--- config.mk ---
export PLATFORM = sky130hd
export DESIGN_NAME = stack_with_remove_by_value
export DESIGN_NICKNAME = d
export VERILOG_FILES = /design/src/rtl/swr_pkg.sv /design/src/rtl/swr_cell.sv /design/src/rtl/stack_with_remove_by_value.sv
export SDC_FILE = /design/constraint.sdc
export NUM_CORES = 1
export LEC_CHECK = 0
export ABC_CLOCK_PERIOD_IN_PS = 5000
export BUFFER_PORTS_ARGS = -buffer_cell sky130_fd_sc_hd__buf_2
export CORE_AREA = 2 2 189 191
export CTS_BUF_LIST = sky130_fd_sc_hd__clkbuf_4 sky130_fd_sc_hd__clkbuf_8 sky130_fd_sc_hd__clkbuf_16
export CTS_CLUSTER_DIAMETER = 60
export DETAILED_ROUTE_END_ITERATION = 10
export DIE_AREA = 0 0 191 193
export HOLD_SLACK_MARGIN = 0.15
export MAX_ROUTING_LAYER = met4
export PLACE_DENSITY_LB_ADDON = 0.1
export SLEW_MARGIN = 20
export SYNTH_ARGS = -nofsm -noshare
export SYNTH_HDL_FRONTEND = slang
export SYNTH_SLANG_ARGS = --single-unit
--- constraint.sdc ---
create_clock -name aclk -period 5 [get_ports aclk]
set_input_delay 0.75 -clock aclk [delete_from_list [all_inputs] [get_ports aclk]]
set_output_delay 0.75 -clock aclk [all_outputs]
set_load 0.05 [all_outputs]
--- src/rtl/swr_pkg.sv ---
`default_nettype none

package swr_pkg;

    // Stack geometry
    localparam int DEPTH = 16;
    localparam int CNT_W = $clog2(DEPTH + 1);

    // Field widths on the ports
    localparam int ID_W      = 10;
    localparam int OP_W      = 2;
    localparam int ST_W      = 2;
    localparam int OUT_CNT_W = 5;

    // Opcodes
    localparam logic [OP_W-1:0] OP_PUSH   = 2'd0;
    localparam logic [OP_W-1:0] OP_POP    = 2'd1;
    localparam logic [OP_W-1:0] OP_REMOVE = 2'd2;

    // Status codes
    localparam logic [ST_W-1:0] ST_OK    = 2'd0;
    localparam logic [ST_W-1:0] ST_EMPTY = 2'd1;
    localparam logic [ST_W-1:0] ST_FULL  = 2'd2;

    // Control broadcast to every cell of the chain
    typedef struct packed {
        logic            push;
        logic            shift;
        logic [ID_W-1:0] key;
    } cell_ctrl_t;

endpackage

`default_nettype wire

--- src/rtl/swr_cell.sv ---
`default_nettype none

module swr_cell (
    input  wire                      aclk,
    input  wire swr_pkg::cell_ctrl_t ctrl,
    input  wire                      occ,
    input  wire                      occ_dn,
    input  wire [swr_pkg::ID_W-1:0]  up_data,
    input  wire                      match_in,
    output logic                     match_out,
    input  wire [swr_pkg::ID_W-1:0]  top_in,
    output logic [swr_pkg::ID_W-1:0] top_out,
    output logic [swr_pkg::ID_W-1:0] data_out
);
    import swr_pkg::*;

    logic [ID_W-1:0] data_reg;
    logic            own_match;

    // Flag a held entry equal to the key; pass the prefix up the chain
    assign own_match = occ && (data_reg == ctrl.key);
    assign match_out = match_in || own_match;

    // Highest occupied entry wins on the way up
    assign top_out  = occ ? data_reg : top_in;
    assign data_out = data_reg;

    // Close the gap above a match, or take a pushed word at the free slot
    always_ff @(posedge aclk) begin
        if (ctrl.shift && match_out) begin
            data_reg <= up_data;
        end else if (ctrl.push && !occ && occ_dn) begin
            data_reg <= ctrl.key;
        end
    end

endmodule

`default_nettype wire

--- src/rtl/stack_with_remove_by_value.sv ---
`default_nettype none

// Channel  Dir  tdata                                  tuser
// s_       in   car_id[9:0], zero pad to 16 bits        opcode[1:0]
// m_       out  removed_count[4:0], occupancy[9:5],     status[1:0]
//               top_id[19:10], zero pad to 24 bits
//
// One word is taken at a time; the next is not taken until the last result has
// been loaded into the result register. Push, pop and unused opcodes go straight
// to S_RESULT; remove first passes S_REMOVE, where the cell chain closes one gap
// per cycle until no match is left. While a result waits on m_tready, one more
// word is taken and the input then stalls until the result register frees. aresetn
// clears the fill count and the handshake; cell contents are unknown until pushed.

module stack_with_remove_by_value (
    input  wire         aclk,
    input  wire         aresetn,
    input  wire         s_tvalid,
    output logic        s_tready,
    input  wire  [15:0] s_tdata,   // car_id[9:0]
    input  wire  [1:0]  s_tuser,   // opcode[1:0]
    output logic        m_tvalid,
    input  wire         m_tready,
    output logic [23:0] m_tdata,   // removed_count[4:0], occupancy[9:5], top_id[19:10]
    output logic [1:0]  m_tuser    // status[1:0]
);
    import swr_pkg::*;

    localparam logic [1:0] S_IDLE   = 2'd0;
    localparam logic [1:0] S_REMOVE = 2'd1;
    localparam logic [1:0] S_RESULT = 2'd2;

    logic [1:0]       state_reg, state_next;
    logic [CNT_W-1:0] fill_reg, fill_next;
    logic [CNT_W-1:0] removed_reg, removed_next;
    logic [ST_W-1:0]  status_reg, status_next;
    logic [ID_W-1:0]  key_reg, key_next;
    logic             m_tvalid_reg, m_tvalid_next;
    logic [23:0]      m_tdata_reg;
    logic [1:0]       m_tuser_reg;

    logic             s_accept;
    logic             out_free;
    logic             full;
    logic             any_match;
    logic [ID_W-1:0]  in_id;
    logic [OP_W-1:0]  in_op;
    cell_ctrl_t       ctrl;

    logic [DEPTH-1:0] occ;
    logic [DEPTH:0]   match_chain;
    logic [ID_W-1:0]  top_chain [DEPTH+1];
    logic [ID_W-1:0]  cell_data [DEPTH];

    assign in_id    = s_tdata[ID_W-1:0];
    assign in_op    = s_tuser;
    assign s_tready = (state_reg == S_IDLE);
    assign s_accept = s_tvalid && s_tready;
    assign out_free = !m_tvalid_reg || m_tready;
    assign full     = (fill_reg == CNT_W'(DEPTH));

    // Broadcast control to the chain
    assign ctrl.push  = s_accept && (in_op == OP_PUSH) && !full;
    assign ctrl.shift = (state_reg == S_REMOVE);
    assign ctrl.key   = (state_reg == S_IDLE) ? in_id : key_reg;

    assign match_chain[0] = 1'b0;
    assign top_chain[0]   = '0;
    assign any_match      = match_chain[DEPTH];

    // Build the row of cells
    for (genvar i = 0; i < DEPTH; i++) begin : g_cell
        logic            occ_dn_w;
        logic [ID_W-1:0] up_w;

        assign occ[i] = (fill_reg > CNT_W'(i));
        if (i == 0) begin : g_bottom
            assign occ_dn_w = 1'b1;
        end else begin : g_mid
            assign occ_dn_w = occ[i-1];
        end
        if (i == DEPTH - 1) begin : g_top
            assign up_w = cell_data[i];
        end else begin : g_below
            assign up_w = cell_data[i+1];
        end

        swr_cell u_cell (
            .aclk      (aclk),
            .ctrl      (ctrl),
            .occ       (occ[i]),
            .occ_dn    (occ_dn_w),
            .up_data   (up_w),
            .match_in  (match_chain[i]),
            .match_out (match_chain[i+1]),
            .top_in    (top_chain[i]),
            .top_out   (top_chain[i+1]),
            .data_out  (cell_data[i])
        );
    end

    // Sequence one word at a time
    always_comb begin
        state_next    = state_reg;
        fill_next     = fill_reg;
        removed_next  = removed_reg;
        status_next   = status_reg;
        key_next      = key_reg;
        m_tvalid_next = m_tvalid_reg && !m_tready;
        unique case (state_reg)
            S_IDLE: begin
                if (s_accept) begin
                    removed_next = '0;
                    status_next  = ST_OK;
                    key_next     = in_id;
                    state_next   = S_RESULT;
                    case (in_op)
                        OP_PUSH: begin
                            if (full) begin
                                status_next = ST_FULL;
                            end else begin
                                fill_next = fill_reg + CNT_W'(1);
                            end
                        end
                        OP_POP: begin
                            if (fill_reg == '0) begin
                                status_next = ST_EMPTY;
                            end else begin
                                fill_next    = fill_reg - CNT_W'(1);
                                removed_next = CNT_W'(1);
                            end
                        end
                        OP_REMOVE: state_next = S_REMOVE;
                        default: ;
                    endcase
                end
            end
            S_REMOVE: begin
                // Drop the lowest match each cycle until none is left
                if (any_match) begin
                    fill_next    = fill_reg - CNT_W'(1);
                    removed_next = removed_reg + CNT_W'(1);
                end else begin
                    state_next = S_RESULT;
                end
            end
            S_RESULT: begin
                if (out_free) begin
                    m_tvalid_next = 1'b1;
                    state_next    = S_IDLE;
                end
            end
            default: state_next = S_IDLE;
        endcase
    end

    always_ff @(posedge aclk) begin
        if (!aresetn) begin
            state_reg    <= S_IDLE;
            fill_reg     <= '0;
            m_tvalid_reg <= 1'b0;
        end else begin
            state_reg    <= state_next;
            fill_reg     <= fill_next;
            m_tvalid_reg <= m_tvalid_next;
        end
    end

    // Payload: hold the result until taken
    always_ff @(posedge aclk) begin
        removed_reg <= removed_next;
        status_reg  <= status_next;
        key_reg     <= key_next;
        if (state_reg == S_RESULT && out_free) begin
            m_tdata_reg <= {4'd0, top_chain[DEPTH], OUT_CNT_W'(fill_reg),
                            OUT_CNT_W'(removed_reg)};
            m_tuser_reg <= status_reg;
        end
    end

    assign m_tvalid = m_tvalid_reg;
    assign m_tdata  = m_tdata_reg;
    assign m_tuser  = m_tuser_reg;

    // Checks
    a_fill_bound: assert property (@(posedge aclk) disable iff (!aresetn)
        fill_reg <= CNT_W'(DEPTH))
        else $error("fill count above depth");

    a_remove_ends: assert property (@(posedge aclk) disable iff (!aresetn)
        (state_reg == S_REMOVE && !any_match) |=> (state_reg == S_RESULT))
        else $error("remove did not finish when no match was left");

    a_remove_step: assert property (@(posedge aclk) disable iff (!aresetn)
        (state_reg == S_REMOVE && any_match) |=> (fill_reg == $past(fill_reg) - CNT_W'(1)))
        else $error("remove step did not drop one entry");

    a_busy_after_accept: assert property (@(posedge aclk) disable iff (!aresetn)
        s_accept |=> (state_reg != S_IDLE))
        else $error("accepted word produced no work");

    a_result_loads: assert property (@(posedge aclk) disable iff (!aresetn)
        (state_reg == S_RESULT && out_free) |=> m_tvalid_reg)
        else $error("result not presented");

endmodule

`default_nettype wire

Yosys cells after proc, flatten, opt, wreduce, memory -nomap -nowiden
Cells that the tools add are included.

Flip-flop bits (word level): 207. Bits of input ports: 22. Output and inout bits: 28.

Add/sub/neg operators: 3. $lt $le $gt $ge: 16. Equal/unequal tests: 28. Muxes and demuxes: 68. Bitwise gates (word level): 1. Reduce and logical (&&, ||, !) cells: 127.

Operator list (count): $mux W10 (47); $eq A10 B10 Y1 (16); $logic_and A1 B1 Y1 (68); $gt A5 B4 Y1 const B (8); $reduce_bool A2 Y1 (16); $mux W5 (6); $pmux W5 S2 (3); $gt A5 B3 Y1 const B (4); $logic_not A1 Y1 (19); $logic_or A1 B1 Y1 (16); $add A5 B1 Y5 const B (2); $gt A5 B1 Y1 const B (2); $gt A5 B2 Y1 const B (2); $mux W2 (5); $ne A3 B3 Y1 const B (2); $pmux W2 S3 (1); $reduce_and A3 Y1 (2); $reduce_and A6 Y1 (1); $eq A5 B5 Y1 const B (1); $logic_not A5 Y1 (1); $mux W1 (5); $sub A5 B1 Y5 const B (1); $eq A2 B1 Y1 const B (2); $eq A2 B2 Y1 const B (2); 7 further kinds (11).

Longest topological paths before layout
Word-level depth: 22. Mapped depth: 14. Depth with buffers taken out: 11.

Cells and area by module
A second synthesis with hierarchy kept.

Cell total of the unflattened synthesis: 1916. Area total of the unflattened synthesis: 17641.9 sq um.

Modules (own cells, without submodules): swr_cell (times used 16, cells an instance 109, area each 965.9 sq um); stack_with_remove_by_value (times used 1, cells an instance 172, area each 2187.1 sq um).

Worst setup path after synthesis
Ideal clock, no wire load.

Kind: register to register. From: register state_reg[1]. To: register g_cell[13].u_cell.data_reg[0], enable pin. Library setup time: 0.407 ns. Arrival: 3.677 ns. Required time: 4.593 ns. Setup slack: 0.916 ns. Cell stages (with the launch flop): 11. Path buffers: 4. Path through: dfxtp_1 or2_1 buf_2 inv_2 buf_2 buf_1 nand2_1 inv_1 nand3_1 clkbuf_1 o41ai_1.

Cells in the longest elaborated chain, start to end: 19. Elaborated cells between the ends (all ways): 51. Classes of those cells: eq/ne (15); mux (1); reduce/logical (35).

RTL lines: from (decl) (RTL line stack_with_remove_by_value.sv:33) `logic [1:0] state_reg, state_next;`; from (signal assigned) (RTL line stack_with_remove_by_value.sv:163) `state_reg <= state_next;`; $logic_not A2 Y1 * (RTL line stack_with_remove_by_value.sv:57) `assign s_tready = (state_reg == S_IDLE);`; via s_tready (RTL line stack_with_remove_by_value.sv:19) `output logic s_tready,`; $mux W10 (RTL line stack_with_remove_by_value.sv:65) `assign ctrl.key = (state_reg == S_IDLE) ? in_id : key_reg;`; $eq A10 B10 Y1 (RTL line swr_cell.sv:21) `assign own_match = occ && (data_reg == ctrl.key);`; $logic_and A1 B1 Y1 (RTL line swr_cell.sv:21); $logic_or A1 B1 Y1 (13 in series) (RTL line swr_cell.sv:22) `assign match_out = match_in || own_match;`; $logic_and A1 B1 Y1 (RTL line swr_cell.sv:30) `if (ctrl.shift && match_out) begin`; $reduce_bool A2 Y1 (no line) *; to (signal assigned) (RTL line swr_cell.sv:31) `data_reg <= up_data;`; to (signal assigned) (RTL line swr_cell.sv:33) `data_reg <= ctrl.key;`; to (decl) (RTL line swr_cell.sv:17) `logic [ID_W-1:0] data_reg;`.

Mark *: on every way through the listed nets, which the timed path passes. The rest lies on a longest branch. A chain may end at the register's enable or synchronous reset.

Worst setup path in the final report
From: register state_reg[1]. To: register g_cell[6].u_cell.data_reg[5], enable pin.

Cells in the longest elaborated chain, start to end: 12. Elaborated cells between the ends (all ways): 30. Classes of those cells: eq/ne (8); mux (1); reduce/logical (21).

RTL lines (RTL line): $logic_not A2 Y1 (stack_with_remove_by_value.sv:57, stack_with_remove_by_value.sv:65); $mux W10 (stack_with_remove_by_value.sv:65); $eq A10 B10 Y1 (swr_cell.sv:21); $logic_and A1 B1 Y1 (swr_cell.sv:21); $logic_or A1 B1 Y1 (6 in series) (swr_cell.sv:22); $logic_and A1 B1 Y1 (swr_cell.sv:30); $reduce_bool A2 Y1 (no line) *; to (signal assigned) (swr_cell.sv:31); to (signal assigned) (swr_cell.sv:33); to (decl) (swr_cell.sv:17).

Every way passes the cells marked *; elsewhere a longest branch is shown, timed or not.

==> results.json <==
{
  "result_of_the_run": "completed",
  "synth_cell_type_count": 86,
  "fin_crit_sh_pct": 90.5,
  "vias": 11710,
  "vdd.ir_drop.worst_mv": 0.243,
  "first_pass_grt_wire_length_microns": 81500,
  "maximum_number_of_pins_on_one_net_before_global_route_repair": 44,
  "synth_flop_cell": "sky130_fd_sc_hd__edfxtp_1",
  "crit_chain": "or2_1, inv_2, buf_4, nand2_1, inv_1, nand3_1, buf_4, nor4_1, or2_2",
  "worst_stage_delay_on_the_critical_path_ns": 0.70,
  "num-nets-final": 1379,
  "max_cap_viol_count": 0,
  "max_freq_ghz": 0.221,
  "grt_setup_unrepaired": "false",
  "tightestPinTransition_ns": 1.02,
  "worst_setup_hold_path_clk_slew_ns": 0.06,
  "worstPathMaxFanout": 43,
  "ant_nets": 0,
  "design.die.area_sq_um": 36900,
  "drt_wl_cell_microns": 31.6,
  "post_synth_instance_area_sq_um": 13800,
  "powerDensity_nw_per_um2": 347,
  "place_worst_setup_slack_ns": 0.521,
  "final-max-slew-violation-count": 0,
  "slew_headroom_pct": 31.5,
  "setup_viol": 0,
  "dr.pass1.iters": 5,
  "ctsHtreeMaxLevel": 1,
  "core.rowCount": 69,
  "final_hold_violation_count": 0,
  "worst_clock_skew_ns": 0.0216,
  "ys_ff_latch": 207,
  "vias_per_cell": 6.39,
  "final_common_cell": "sky130_fd_sc_hd__edfxtp_1",
  "area_growth_pct": 14.3,
  "crit_required_ns": 5.26,
  "total_power_mw": 5.46,
  "gr-total-overflow": 0,
  "timing.setup.tns_ns": 0,
  "timing.critical_path.from_type": "register",
  "critPathBufInv": 4,
  "syn-mean-instance-area_sq_um": 10.6,
  "yosysWarnings": 0,
  "dr.first_iter.drc_count": 1451,
  "cell_family_contributing_the_most_delay_on_the_critical_path": "simple AND/OR/NAND/NOR gates",
  "min_period_ns": 4.53,
  "count_of_buffers_inserted_at_the_top_level_ports": 39,
  "max-clock-path-buffers": 3,
  "ctsRootBufferMaster": "sky130_fd_sc_hd__clkbuf_16",
  "core_region_area_sq_um": 35000,
  "cts_post_setup_buffers_inserted": 0,
  "largest_register_ffs": 160,
  "layout_common_cells": "sky130_fd_sc_hd__edfxtp_1, sky130_fd_sc_hd__buf_4, sky130_fd_sc_hd__xnor2_1, sky130_fd_sc_hd__mux2_2, sky130_fd_sc_hd__a21oi_1",
  "timing.critical_path.to_type": "register",
  "hold_path_class": "register to register",
  "postRouteWirelength_microns": 58000,
  "die_height_microns": 193,
  "gp_routability_congestion": 0.967,
  "floorplan.die.width_microns": 191,
  "insertion_delay_ns": 0.58,
  "detailed_route_drc_error_count": 0,
  "worst_path_max_delay_cell": "sky130_fd_sc_hd__nand3_1",
  "grt.total_usage_pct": 32.4,
  "static-leakage-power_nw": 5.60,
  "cts_resized": 0,
  "clock_buffer_count_from_cts": 29,
  "n_antenna_cell": 0,
  "hpwl_microns": 41400,
  "final_critical_path_setup_slack_ns": 0.474,
  "synth_seq_area_share_pct": 44.6,
  "fillers": 3329,
  "post_cts_hold_buffer_count": 0,
  "antenna_found_initial": 0,
  "grt_pass1_vias": 11053,
  "effective_utilization_at_floorplan_pct": 39.3,
  "ys_async_sr_fraction_pct": 0,
  "synth_edf_count": 199,
  "placedCellCount": 1780,
  "cts_tree": "done",
  "fin_cells": 1833,
  "path_class": "register to register",
  "clkSinkCount": 207,
  "top_cell_by_count_worst_path": "sky130_fd_sc_hd__buf_4",
  "worst_ep_arrival_time_ns": 4.78,
  "num_io_pins": 50,
  "r2r_setup_slack_ns": 0.47,
  "drive_gt1_share_pct": 22.2,
  "timing.hold.ws_ns": 0.420,
  "post_synth_inst_count": 1292
}
-- power breakdown --
| group | total [mW] | internal (mW) | switching, mW | leakage (nW) |
|---|---|---|---|---|
| Clock | 2.00 | 1.14 | 0.853 | 0.460 |
| Sequential | 2.04 | 1.99 | 0.0468 | 1.88 |
| Combinational | 1.42 | 0.465 | 0.958 | 3.26 |
-- path summary, 6_finish.rpt --
check	startpoint	cells past startpoint	end
worst max-delay path	state_reg[1]	9	g_cell[6].u_cell.data_out[5]
worst min-delay path	status_reg[1]	0	m_tuser[1]
worst max register to register	state_reg[1]	9	g_cell[6].u_cell.data_out[5]
worst min register to register	status_reg[1]	0	m_tuser[1]
-- kinds of logic after synthesis --
| logic type | Yosys count | share of synthesized area (%) |
|---|---|---|
| flip-flops | 207 | 44.6 |
| AND/OR/NAND/NOR | 291 | 11.4 |
| buffers and inverters | 172 | 5.27 |
| multiplexers | 153 | 12.6 |
| AO/OA/AOI/OAI | 319 | 16.4 |
| adder cells (fa/ha/maj) | 7 | 0.637 |
| XOR/XNOR | 142 | 9.04 |
| other | 1 | 0.0273 |
-- synthesized netlist by cell type, types with 7 or more instances --
cell / instances / area share (%)
sky130_fd_sc_hd__o22ai_1: 29 / 1.3
sky130_fd_sc_hd__edfxtp_1: 199 / 43
sky130_fd_sc_hd__o21ai_0: 37 / 1.3
sky130_fd_sc_hd__xor2_1: 59 / 3.8
sky130_fd_sc_hd__buf_2: 25 / 0.91
sky130_fd_sc_hd__dfxtp_1: 8 / 1.2
sky130_fd_sc_hd__mux2_1: 15 / 1.2
sky130_fd_sc_hd__ha_1: 7 / 0.64
sky130_fd_sc_hd__nand3_1: 35 / 1.3
sky130_fd_sc_hd__and2_1: 11 / 0.50
sky130_fd_sc_hd__buf_4: 7 / 0.38
sky130_fd_sc_hd__nor2b_1: 7 / 0.32
sky130_fd_sc_hd__a22oi_1: 8 / 0.44
sky130_fd_sc_hd__and3_1: 11 / 0.50
sky130_fd_sc_hd__nor2_1: 52 / 1.4
sky130_fd_sc_hd__o2111ai_1: 16 / 1.0
sky130_fd_sc_hd__nor4_1: 17 / 0.77
sky130_fd_sc_hd__a221oi_1: 16 / 1.0
sky130_fd_sc_hd__o211ai_1: 17 / 0.93
sky130_fd_sc_hd__xnor2_1: 83 / 5.3
sky130_fd_sc_hd__o221ai_1: 28 / 1.8
sky130_fd_sc_hd__clkbuf_1: 67 / 1.8
sky130_fd_sc_hd__a211oi_1: 21 / 1.1
sky130_fd_sc_hd__a21oi_1: 62 / 2.3
sky130_fd_sc_hd__nand4_1: 11 / 0.50
sky130_fd_sc_hd__nand2_1: 51 / 1.4
sky130_fd_sc_hd__nor3_1: 30 / 1.1
sky130_fd_sc_hd__mux2_4: 14 / 1.5
sky130_fd_sc_hd__nand2b_1: 11 / 0.50
sky130_fd_sc_hd__mux2i_1: 40 / 2.9
sky130_fd_sc_hd__or3_1: 17 / 0.77
sky130_fd_sc_hd__buf_1: 7 / 0.19
sky130_fd_sc_hd__a31oi_1: 9 / 0.41
sky130_fd_sc_hd__mux2_2: 83 / 6.8
sky130_fd_sc_hd__inv_1: 60 / 1.6
-- final cells by class --
cell class                      count  area (sq um)  area share [%]
Tap cell                          461           577            3.67
Clock inverter                     22           176            1.12
Multi-Input combinational cell    916          6930            44.1
Sequential cell                   207          6140            39.0
Inverter                           63           236            1.50
Clock buffer                       31           741            4.71
Timing Repair Buffer              133           926            5.89
-- metrics by stage --
| step | area, sq um | util (%) |
|---|---|---|
| 6_report | 15700 | 45.0 |
| 2_1_floorplan | 13800 | - |
| 3_3_place_gp | 14800 | 42.3 |
| 5_1_grt | 15700 | 45.0 |
| 3_5_place_dp | 14800 | 42.3 |
| 4_1_cts | 15700 | 45.0 |
-- layer usage --
metal / vias up / part of all wire [%] / GRT usage, %
li1: 5061 / - / -
met5: - / 0 / -
met2: 665 / 44 / 48.9
met4: 0 / 6.1 / 17.1
met1: 5801 / 41 / 41.4
met3: 183 / 8.9 / 5.92
(Power assumes the default switching activity.)
